$ cat src/rtl/ctd_pkg.sv
// Shared constants for the chunked transfer decoder: size width and status codes.
// No dependencies; used by the result interface, the top level and the checker.
package ctd_pkg;

   localparam int SIZE_BITS = 32;
   localparam int STATUS_W  = 3;

   localparam logic [STATUS_W-1:0] ST_OK          = 3'd0;
   localparam logic [STATUS_W-1:0] ST_NO_SIZE_EOL = 3'd1;
   localparam logic [STATUS_W-1:0] ST_EMPTY_LINE  = 3'd2;
   localparam logic [STATUS_W-1:0] ST_NO_HEX      = 3'd3;
   localparam logic [STATUS_W-1:0] ST_DATA_SHORT  = 3'd4;
   localparam logic [STATUS_W-1:0] ST_NO_DATA_EOL = 3'd5;
   localparam logic [STATUS_W-1:0] ST_OVERFLOW    = 3'd6;

endpackage

$ cat src/rtl/ctd_req_if.sv
// Input channel of the chunked transfer decoder: one encoded byte per transaction.
// Depends on nothing but the valid/ready handshake.
interface ctd_req_if;
   logic       valid;
   logic       ready;
   logic [7:0] in_byte;
   logic       in_last;

   modport source (output valid, output in_byte, output in_last, input ready);
   modport sink   (input valid, input in_byte, input in_last, output ready);
endinterface

$ cat src/rtl/ctd_rsp_if.sv
// Result channel of the chunked transfer decoder: decoded byte and/or end status.
// Depends on ctd_pkg for the status width.
interface ctd_rsp_if;
   logic                         valid;
   logic                         ready;
   logic                         data_valid;
   logic [7:0]                   data_byte;
   logic                         end_valid;
   logic [ctd_pkg::STATUS_W-1:0] status;

   modport source (output valid, output data_valid, output data_byte, output end_valid,
                   output status, input ready);
   modport sink   (input valid, input data_valid, input data_byte, input end_valid,
                   input status, output ready);
endinterface

$ cat src/rtl/chunked_transfer_decoder.sv
// Chunked transfer decoder top level: size line parser, data pass-through, result queue.
// Depends on ctd_pkg, ctd_req_if and ctd_rsp_if.
//
// Usage:
//   req_if carries the chunk-encoded body, one byte per transaction, with in_last on
//   the final byte. rsp_if carries decoded data bytes (data_valid) and, once per body,
//   an end report (end_valid with status). A byte that yields neither gives no
//   transaction; a data byte with in_last gives one transaction carrying both.
//   Each accepted byte is decoded in the cycle it is accepted; its result is registered
//   into the result queue, whose head drives rsp_if, so throughput is 1 byte per
//   cycle while the receiver keeps up.
//   A two-entry result queue holds results; req_if.ready comes from the queue count and
//   drops only when both entries are full. While results keep coming, receiver stalls
//   fill the queue, and a full queue holds off input.
//   After the end report, bytes are swallowed until in_last, which rearms the parser.
//   Reset (synchronous) empties the queue and returns the parser to the start of a
//   size line; no clearing pass is needed.
module chunked_transfer_decoder (
   input logic       clock,
   input logic       reset,
   ctd_req_if.sink   req_if,
   ctd_rsp_if.source rsp_if
);

   localparam int SB = ctd_pkg::SIZE_BITS;

   localparam logic [7:0] CH_CR    = 8'h0D;
   localparam logic [7:0] CH_LF    = 8'h0A;
   localparam logic [7:0] CH_TAB   = 8'h09;
   localparam logic [7:0] CH_VT    = 8'h0B;
   localparam logic [7:0] CH_FF    = 8'h0C;
   localparam logic [7:0] CH_SPACE = 8'h20;
   localparam logic [7:0] CH_ZERO  = 8'h30;
   localparam logic [7:0] CH_X_LO  = 8'h78;
   localparam logic [7:0] CH_X_UP  = 8'h58;

   typedef enum logic [2:0] {
      PH_LINE, PH_DATA, PH_DATA_CR, PH_DATA_LF, PH_DRAIN
   } phase_type;

   typedef enum logic [2:0] {
      NP_WS, NP_ZERO, NP_PREFIX, NP_DIGITS, NP_STOP, NP_NODIGIT, NP_OVERFLOW
   } num_phase_type;

   typedef struct packed {
      num_phase_type np;
      logic [SB-1:0] bl;
   } num_type;

   typedef struct packed {
      logic                         data_valid;
      logic [7:0]                   data_byte;
      logic                         end_valid;
      logic [ctd_pkg::STATUS_W-1:0] status;
   } rsp_type;

   function automatic logic is_ws(input logic [7:0] c);
      return (c == CH_SPACE) || (c == CH_TAB) || (c == CH_LF) ||
             (c == CH_VT) || (c == CH_FF) || (c == CH_CR);
   endfunction

   function automatic logic [4:0] hex_val(input logic [7:0] c);
      logic [4:0] r;
      r = '0;
      if (c >= 8'h30 && c <= 8'h39) r = {1'b1, c[3:0]};
      else if ((c >= 8'h61 && c <= 8'h66) || (c >= 8'h41 && c <= 8'h46))
         r = {1'b1, c[3:0] + 4'd9};
      return r;
   endfunction

   function automatic num_type add_digit(input logic [SB-1:0] bl, input logic [3:0] d);
      num_type r;
      r.bl = bl;
      r.np = NP_OVERFLOW;
      if (bl[SB-1 -: 4] == 4'd0) begin
         r.bl = {bl[SB-5:0], d};
         r.np = NP_DIGITS;
      end
      return r;
   endfunction

   function automatic num_type feed(input num_type cur, input logic [7:0] c);
      num_type    r;
      logic [4:0] h;
      r = cur;
      h = hex_val(c);
      unique case (cur.np)
         NP_WS: begin
            if (is_ws(c)) begin
               r = cur;
            end else if (c == CH_ZERO) begin
               r.bl = '0;
               r.np = NP_ZERO;
            end else if (h[4]) begin
               r = add_digit('0, h[3:0]);
            end else begin
               r.np = NP_NODIGIT;
            end
         end
         NP_ZERO: begin
            if (c == CH_X_LO || c == CH_X_UP) r.np = NP_PREFIX;
            else if (h[4]) r = add_digit(cur.bl, h[3:0]);
            else r.np = NP_STOP;
         end
         NP_PREFIX, NP_DIGITS: begin
            if (h[4]) r = add_digit(cur.bl, h[3:0]);
            else r.np = NP_STOP;
         end
         default: r = cur;
      endcase
      return r;
   endfunction

   phase_type     phase_ff, phase_in;
   num_type       num_ff, num_in;
   logic          line_nonempty_ff, line_nonempty_in;
   logic          pending_cr_ff, pending_cr_in;

   rsp_type       res;
   logic          req_take;
   logic          push;
   logic          pop;

   rsp_type       head_ff, tail_ff;
   logic [1:0]    count_ff, count_in;

   assign req_take = req_if.valid && req_if.ready;
   assign push     = req_take && (res.data_valid || res.end_valid);
   assign pop      = rsp_if.valid && rsp_if.ready;

   always_comb begin
      num_type    nm;
      logic [7:0] c;
      c                = req_if.in_byte;
      phase_in         = phase_ff;
      nm               = num_ff;
      line_nonempty_in = line_nonempty_ff;
      pending_cr_in    = pending_cr_ff;
      res              = '0;
      unique case (phase_ff)
         PH_LINE: begin
            if (pending_cr_ff && c == CH_LF) begin
               pending_cr_in = 1'b0;
               res.end_valid = 1'b1;
               if (!line_nonempty_ff) res.status = ctd_pkg::ST_EMPTY_LINE;
               else if (num_ff.np == NP_WS || num_ff.np == NP_NODIGIT)
                  res.status = ctd_pkg::ST_NO_HEX;
               else if (num_ff.np == NP_OVERFLOW) res.status = ctd_pkg::ST_OVERFLOW;
               else if (num_ff.bl == '0) res.status = ctd_pkg::ST_OK;
               else begin
                  res.end_valid = 1'b0;
                  phase_in      = PH_DATA;
               end
               if (res.end_valid) phase_in = PH_DRAIN;
            end else begin
               if (pending_cr_ff) begin
                  nm               = feed(nm, CH_CR);
                  line_nonempty_in = 1'b1;
               end
               pending_cr_in = (c == CH_CR);
               if (c != CH_CR) begin
                  nm               = feed(nm, c);
                  line_nonempty_in = 1'b1;
               end
            end
         end
         PH_DATA: begin
            res.data_valid = 1'b1;
            res.data_byte  = c;
            nm.bl          = num_ff.bl - SB'(1);
            if (num_ff.bl == SB'(1)) phase_in = PH_DATA_CR;
         end
         PH_DATA_CR: begin
            if (c == CH_CR) phase_in = PH_DATA_LF;
            else begin
               res.end_valid = 1'b1;
               res.status    = ctd_pkg::ST_NO_DATA_EOL;
               phase_in      = PH_DRAIN;
            end
         end
         PH_DATA_LF: begin
            if (c == CH_LF) begin
               phase_in         = PH_LINE;
               nm.bl            = '0;
               nm.np            = NP_WS;
               line_nonempty_in = 1'b0;
               pending_cr_in    = 1'b0;
            end else begin
               res.end_valid = 1'b1;
               res.status    = ctd_pkg::ST_NO_DATA_EOL;
               phase_in      = PH_DRAIN;
            end
         end
         default: phase_in = PH_DRAIN;
      endcase

      if (req_if.in_last) begin
         if (phase_in != PH_DRAIN) begin
            res.end_valid = 1'b1;
            if (phase_in == PH_LINE)
               res.status = (line_nonempty_in || pending_cr_in) ?
                            ctd_pkg::ST_NO_SIZE_EOL : ctd_pkg::ST_OK;
            else if (phase_in == PH_DATA) res.status = ctd_pkg::ST_DATA_SHORT;
            else res.status = ctd_pkg::ST_NO_DATA_EOL;
         end
         phase_in         = PH_LINE;
         nm.bl            = '0;
         nm.np            = NP_WS;
         line_nonempty_in = 1'b0;
         pending_cr_in    = 1'b0;
      end
      num_in = nm;
   end

   always_ff @(posedge clock) begin
      if (reset) begin
         phase_ff         <= PH_LINE;
         num_ff.np        <= NP_WS;
         num_ff.bl        <= '0;
         line_nonempty_ff <= 1'b0;
         pending_cr_ff    <= 1'b0;
      end else if (req_take) begin
         phase_ff         <= phase_in;
         num_ff           <= num_in;
         line_nonempty_ff <= line_nonempty_in;
         pending_cr_ff    <= pending_cr_in;
      end
   end

   // two-entry result queue, head drives the port
   assign count_in = count_ff + {1'b0, push} - {1'b0, pop};

   always_ff @(posedge clock) begin
      if (reset) count_ff <= '0;
      else       count_ff <= count_in;
   end

   always_ff @(posedge clock) begin
      if (pop && count_ff == 2'd2) begin
         head_ff <= tail_ff;
      end else if (push && (count_ff == 2'd0 || (pop && count_ff == 2'd1))) begin
         head_ff <= res;
      end
      if (push && count_ff == 2'd1 && !pop) tail_ff <= res;
   end

   assign req_if.ready      = (count_ff != 2'd2);
   assign rsp_if.valid      = (count_ff != 2'd0);
   assign rsp_if.data_valid = head_ff.data_valid;
   assign rsp_if.data_byte  = head_ff.data_byte;
   assign rsp_if.end_valid  = head_ff.end_valid;
   assign rsp_if.status     = head_ff.status;

endmodule

$ cat src/flat_wrapper.sv
// flat-port wrapper written by rule: the top's interface ports become plain ports
module chunked_transfer_decoder_flat 
  (clock, reset, req_if_valid, req_if_in_byte, req_if_in_last, req_if_ready, rsp_if_valid, rsp_if_data_valid, rsp_if_data_byte, rsp_if_end_valid, rsp_if_status, rsp_if_ready);
  ctd_req_if req_if_i ();
  ctd_rsp_if rsp_if_i ();
  input logic clock;
  input logic reset;
  input wire logic [$bits(req_if_i.valid)-1:0] req_if_valid;
  input wire logic [$bits(req_if_i.in_byte)-1:0] req_if_in_byte;
  input wire logic [$bits(req_if_i.in_last)-1:0] req_if_in_last;
  output wire logic [$bits(req_if_i.ready)-1:0] req_if_ready;
  output wire logic [$bits(rsp_if_i.valid)-1:0] rsp_if_valid;
  output wire logic [$bits(rsp_if_i.data_valid)-1:0] rsp_if_data_valid;
  output wire logic [$bits(rsp_if_i.data_byte)-1:0] rsp_if_data_byte;
  output wire logic [$bits(rsp_if_i.end_valid)-1:0] rsp_if_end_valid;
  output wire logic [$bits(rsp_if_i.status)-1:0] rsp_if_status;
  input wire logic [$bits(rsp_if_i.ready)-1:0] rsp_if_ready;
  assign req_if_i.valid = req_if_valid;
  assign req_if_i.in_byte = req_if_in_byte;
  assign req_if_i.in_last = req_if_in_last;
  assign req_if_ready = req_if_i.ready;
  assign rsp_if_valid = rsp_if_i.valid;
  assign rsp_if_data_valid = rsp_if_i.data_valid;
  assign rsp_if_data_byte = rsp_if_i.data_byte;
  assign rsp_if_end_valid = rsp_if_i.end_valid;
  assign rsp_if_status = rsp_if_i.status;
  assign rsp_if_i.ready = rsp_if_ready;
  chunked_transfer_decoder u_core (.clock(clock), .reset(reset), .req_if(req_if_i), .rsp_if(rsp_if_i));
endmodule
$ cat config.mk
export PLATFORM = sky130hd
export DESIGN_NAME = chunked_transfer_decoder_flat
export DESIGN_NICKNAME = d
export VERILOG_FILES = /design/src/rtl/ctd_pkg.sv /design/src/rtl/ctd_req_if.sv /design/src/rtl/ctd_rsp_if.sv /design/src/rtl/chunked_transfer_decoder.sv /design/src/flat_wrapper.sv
export SDC_FILE = /design/constraint.sdc
export NUM_CORES = 1
export LEC_CHECK = 0
export BUFFER_PORTS_ARGS = -buffer_cell sky130_fd_sc_hd__buf_2
export CAP_MARGIN = 25
export CORE_ASPECT_RATIO = 0.7
export CORE_MARGIN = 2
export CORE_UTILIZATION = 60
export CTS_CLUSTER_DIAMETER = 40
export DETAILED_ROUTE_END_ITERATION = 10
export PLACE_DENSITY_LB_ADDON = 0.08
export SYNTH_ARGS = -nofsm -noshare
export SYNTH_HDL_FRONTEND = slang
export SYNTH_SLANG_ARGS = --single-unit
$ cat constraint.sdc
create_clock -name clock -period 4.3 [get_ports clock]
set_input_delay 0.645 -clock clock [delete_from_list [all_inputs] [get_ports clock]]
set_output_delay 0.645 -clock clock [all_outputs]
set_load 0.02 [all_outputs]
==> flow_summary.ini <==
[cells_and_area]
diodes = 0
finalInstanceArea_mm2 = 0.00503
final.fill_count = 628
final-seq-area_mm2 = 0.00162
fin_util_pct = 68.7
fin_cells = 654
nNetsFinal = 573
drive_above_1_share_pct = 15.6
multi_input_area_mm2 = 0.00274
area_growth_pct = 10.6

[clocking]
cts_resized = 0
cts_root_buf = clkbuf_8
cts.path.max_buffers = 2
holdBufCountCts = 0
post_cts_buffers = 0
clkLatencyLatePin_ns = 0.36
cts.sinks = 68
htree_levels = 3
clk_pin_slew_ns = 0.08
cts_tree = built
cts_buffers = 9

[worst_setup_path]
startpoint_type = primary input
crit_path_end_kind = register
crit_type = in2reg
critical_path.max_stage_delay_ns = 0.89
crit_fanout = 18
critPathSlowestCell = or4_1
cp_num_buf_inv = 2
path_cells = buf_2 -> inv_1 -> ha_1 -> nor4bb_1 -> and2_1 -> a221oi_1 -> a31o_4 -> or4_1 -> o22ai_4 -> a22o_1
worstPathRequired_ns = 4.61
critPathArrivalTime_ns = 3.74
path_delay_family = simple AND/OR/NAND/NOR gates

[drt]
routed_wl_um = 13000
drtIter0Drc = 529
dr.pass1.iters = 5
via_count = 4500
drc = 0
wl_per_cell_um = 19.9
drtAntennaViolNets = 0
via_per_inst = 6.88

[place]
numPlacedInstances = 638
place_area_mm2 = 0.00479
place_ws_ns = 0.557
place_congestion = 0.970
io_buffers = 27
hpwl_um = 9540

[synth]
synthesis.nets = 552
ys_ff_latch = 68
synth_edf_count = 26
yosysSeqAreaShare_pct = 35.7
avgSynthCellArea_um2 = 8.58
synth.most_common_cell = nor2_1
synth_top_area_share_pct = 18.5
netlist_top_cells_count = nor2_1 (47), dfxtp_1 (42), nand2_1 (39)
syn_inst = 530
ys_async_sr_fraction_pct = 0
synth_area_mm2 = 0.00455
synth_ff_type = dfxtp_1
ys_top_cells_by_area = dfxtp_1 (18%), edfxtp_1 (17%), nor2_1 (3.9%)
synth_top_area_cell = dfxtp_1
synth_cell_type_count = 73
synth-warning-count = 0

[timing]
tns_ns = 0
hold_violations = 0
relSlewSlack_pct = 48.7
fmax_mhz = 292
finalWorstSetupSlack_ns = 0.876
finClkSkew_ns = 0.0126
rsz0062_at_grt = false
fin_hold_ws_ns = 0.517
tightest_slew_ns = 0.766
period_share_pct = 79.6
post-route-min-period_ns = 3.42
drv_slew = 0
finalSetupViolations = 0

[floorplan]
die_w_um = 108
die_area_mm2 = 0.00830
io_pins = 28
start_util_pct = 62.1
rows = 26
die_y_um = 76.8
core-area_mm2 = 0.00732

[grt]
grt_max_degree = 21
track_usage_pct = 33.2
grt_pass1_vias = 4185
antenna_found_initial = 0
grt_pass1_wl_um = 21600
grt_overflow = 0

[worst_hold_path]
hold_class = reg2reg

[power_and_ir_drop]
peakVddDrop_mv = 0.261
p_leak_nw = 1.89
p_per_area_mw_per_mm2 = 377
finalPower_mw = 1.90

[run_status]
status = finished, final reports clean

[job]
drv_cap = 0
==> layer usage <==
layer	global-route usage, %	routed length, um
met4	10.8	241
met2	45.2	5270
met1	48.9	5950
met5	0	0
met3	10.9	1530
==> cells in the final DEF (no fill, tap or decap), types with 4 or more instances in the layout <==
master	instances
a31oi_1	7
nor2b_1	6
xor2_1	5
or3_1	8
edfxtp_1	26
a21oi_1	32
inv_1	18
buf_2	27
nor3_1	11
ha_1	9
mux2_2	12
nand2_1	39
dfxtp_1	42
nor3b_1	4
o22ai_1	6
nand4_1	5
a2bb2oi_1	4
nor4_1	12
a221oi_1	6
xnor2_1	12
o21ai_0	31
nand3_1	12
o21ai_1	7
buf_4	13
nor2_1	47
nor4_2	4
nand2b_1	7
and2_1	11
clkbuf_8	9
o2bb2ai_1	15
a22o_1	6
and3_1	4
or4_1	10
a22oi_1	11
o221ai_1	7
==> kinds of logic after synthesis <==
| logic type | share of synthesized area, % |
|---|---|
| AND/OR/NAND/NOR | 24.2 |
| AO/OA/AOI/OAI | 26.7 |
| flip-flops | 35.7 |
| buffers and inverters | 4.27 |
| XOR/XNOR | 3.28 |
| multiplexers | 3.41 |
| adder cells (fa/ha/maj) | 2.48 |
==> flip-flops by register name, summed over array words and instances, names as in the netlist <==
signal and flops:
u_core.line_nonempty_ff 1, u_core.num_ff 35, u_core.rsp_if.end_valid 1, u_core.rsp_if.data_byte 8, u_core.count_ff 2, u_core.tail_ff 13, u_core.rsp_if.status 3, u_core.phase_ff 3
u_core.pending_cr_ff 1, u_core.rsp_if.data_valid 1
==> power by group <==
part           switching, mW  internal [mW]
clock                  0.266          0.384
combinational          0.317          0.185
sequential            0.0302          0.712
total                  0.614           1.28
==> final timing paths <==
| path | startpoint | end | depth (start not counted) | slack (ns) |
|---|---|---|---|---|
| hold / removal | u_core.num_ff[19]$_SDFFE_PP0P_ | u_core.num_ff[19]$_SDFFE_PP0P_ | 1 | 0.52 |
| setup reg to reg | u_core.num_ff[16]$_SDFFE_PP0P_ | u_core.count_ff[1]$_SDFF_PP0_ | 12 | 0.91 |
| hold reg to reg | u_core.num_ff[19]$_SDFFE_PP0P_ | u_core.num_ff[19]$_SDFFE_PP0P_ | 1 | 0.52 |
| setup / recovery | req_if_in_byte[0] | u_core.num_ff[1]$_SDFFE_PP0P_ | 10 | 0.88 |
==> final cells by class <==
cell class	count	share of cell area (%)
timing repair buffer	40	4.63
clock inverter	7	2.27
sequential	68	32.3
inverter	19	1.42
clock buffer	9	2.46
multi-input combinational	413	54.5
tap	98	2.44
==> worst reg2reg max path, stage by stage, from the launching register on <==
cell and delay [ns]:
dfxtp_1 0.37, or4_1 0.65, nor4_1 0.63, a31oi_1 0.21
or2_1 0.28, nand3_1 0.15, o21ai_0 0.11, ha_1 0.30
inv_1 0.04, ha_1 0.18, xor2_1 0.15, xnor2_1 0.15
nor2_1 0.05
No activity file was read; power rests on OpenSTA's default activity.
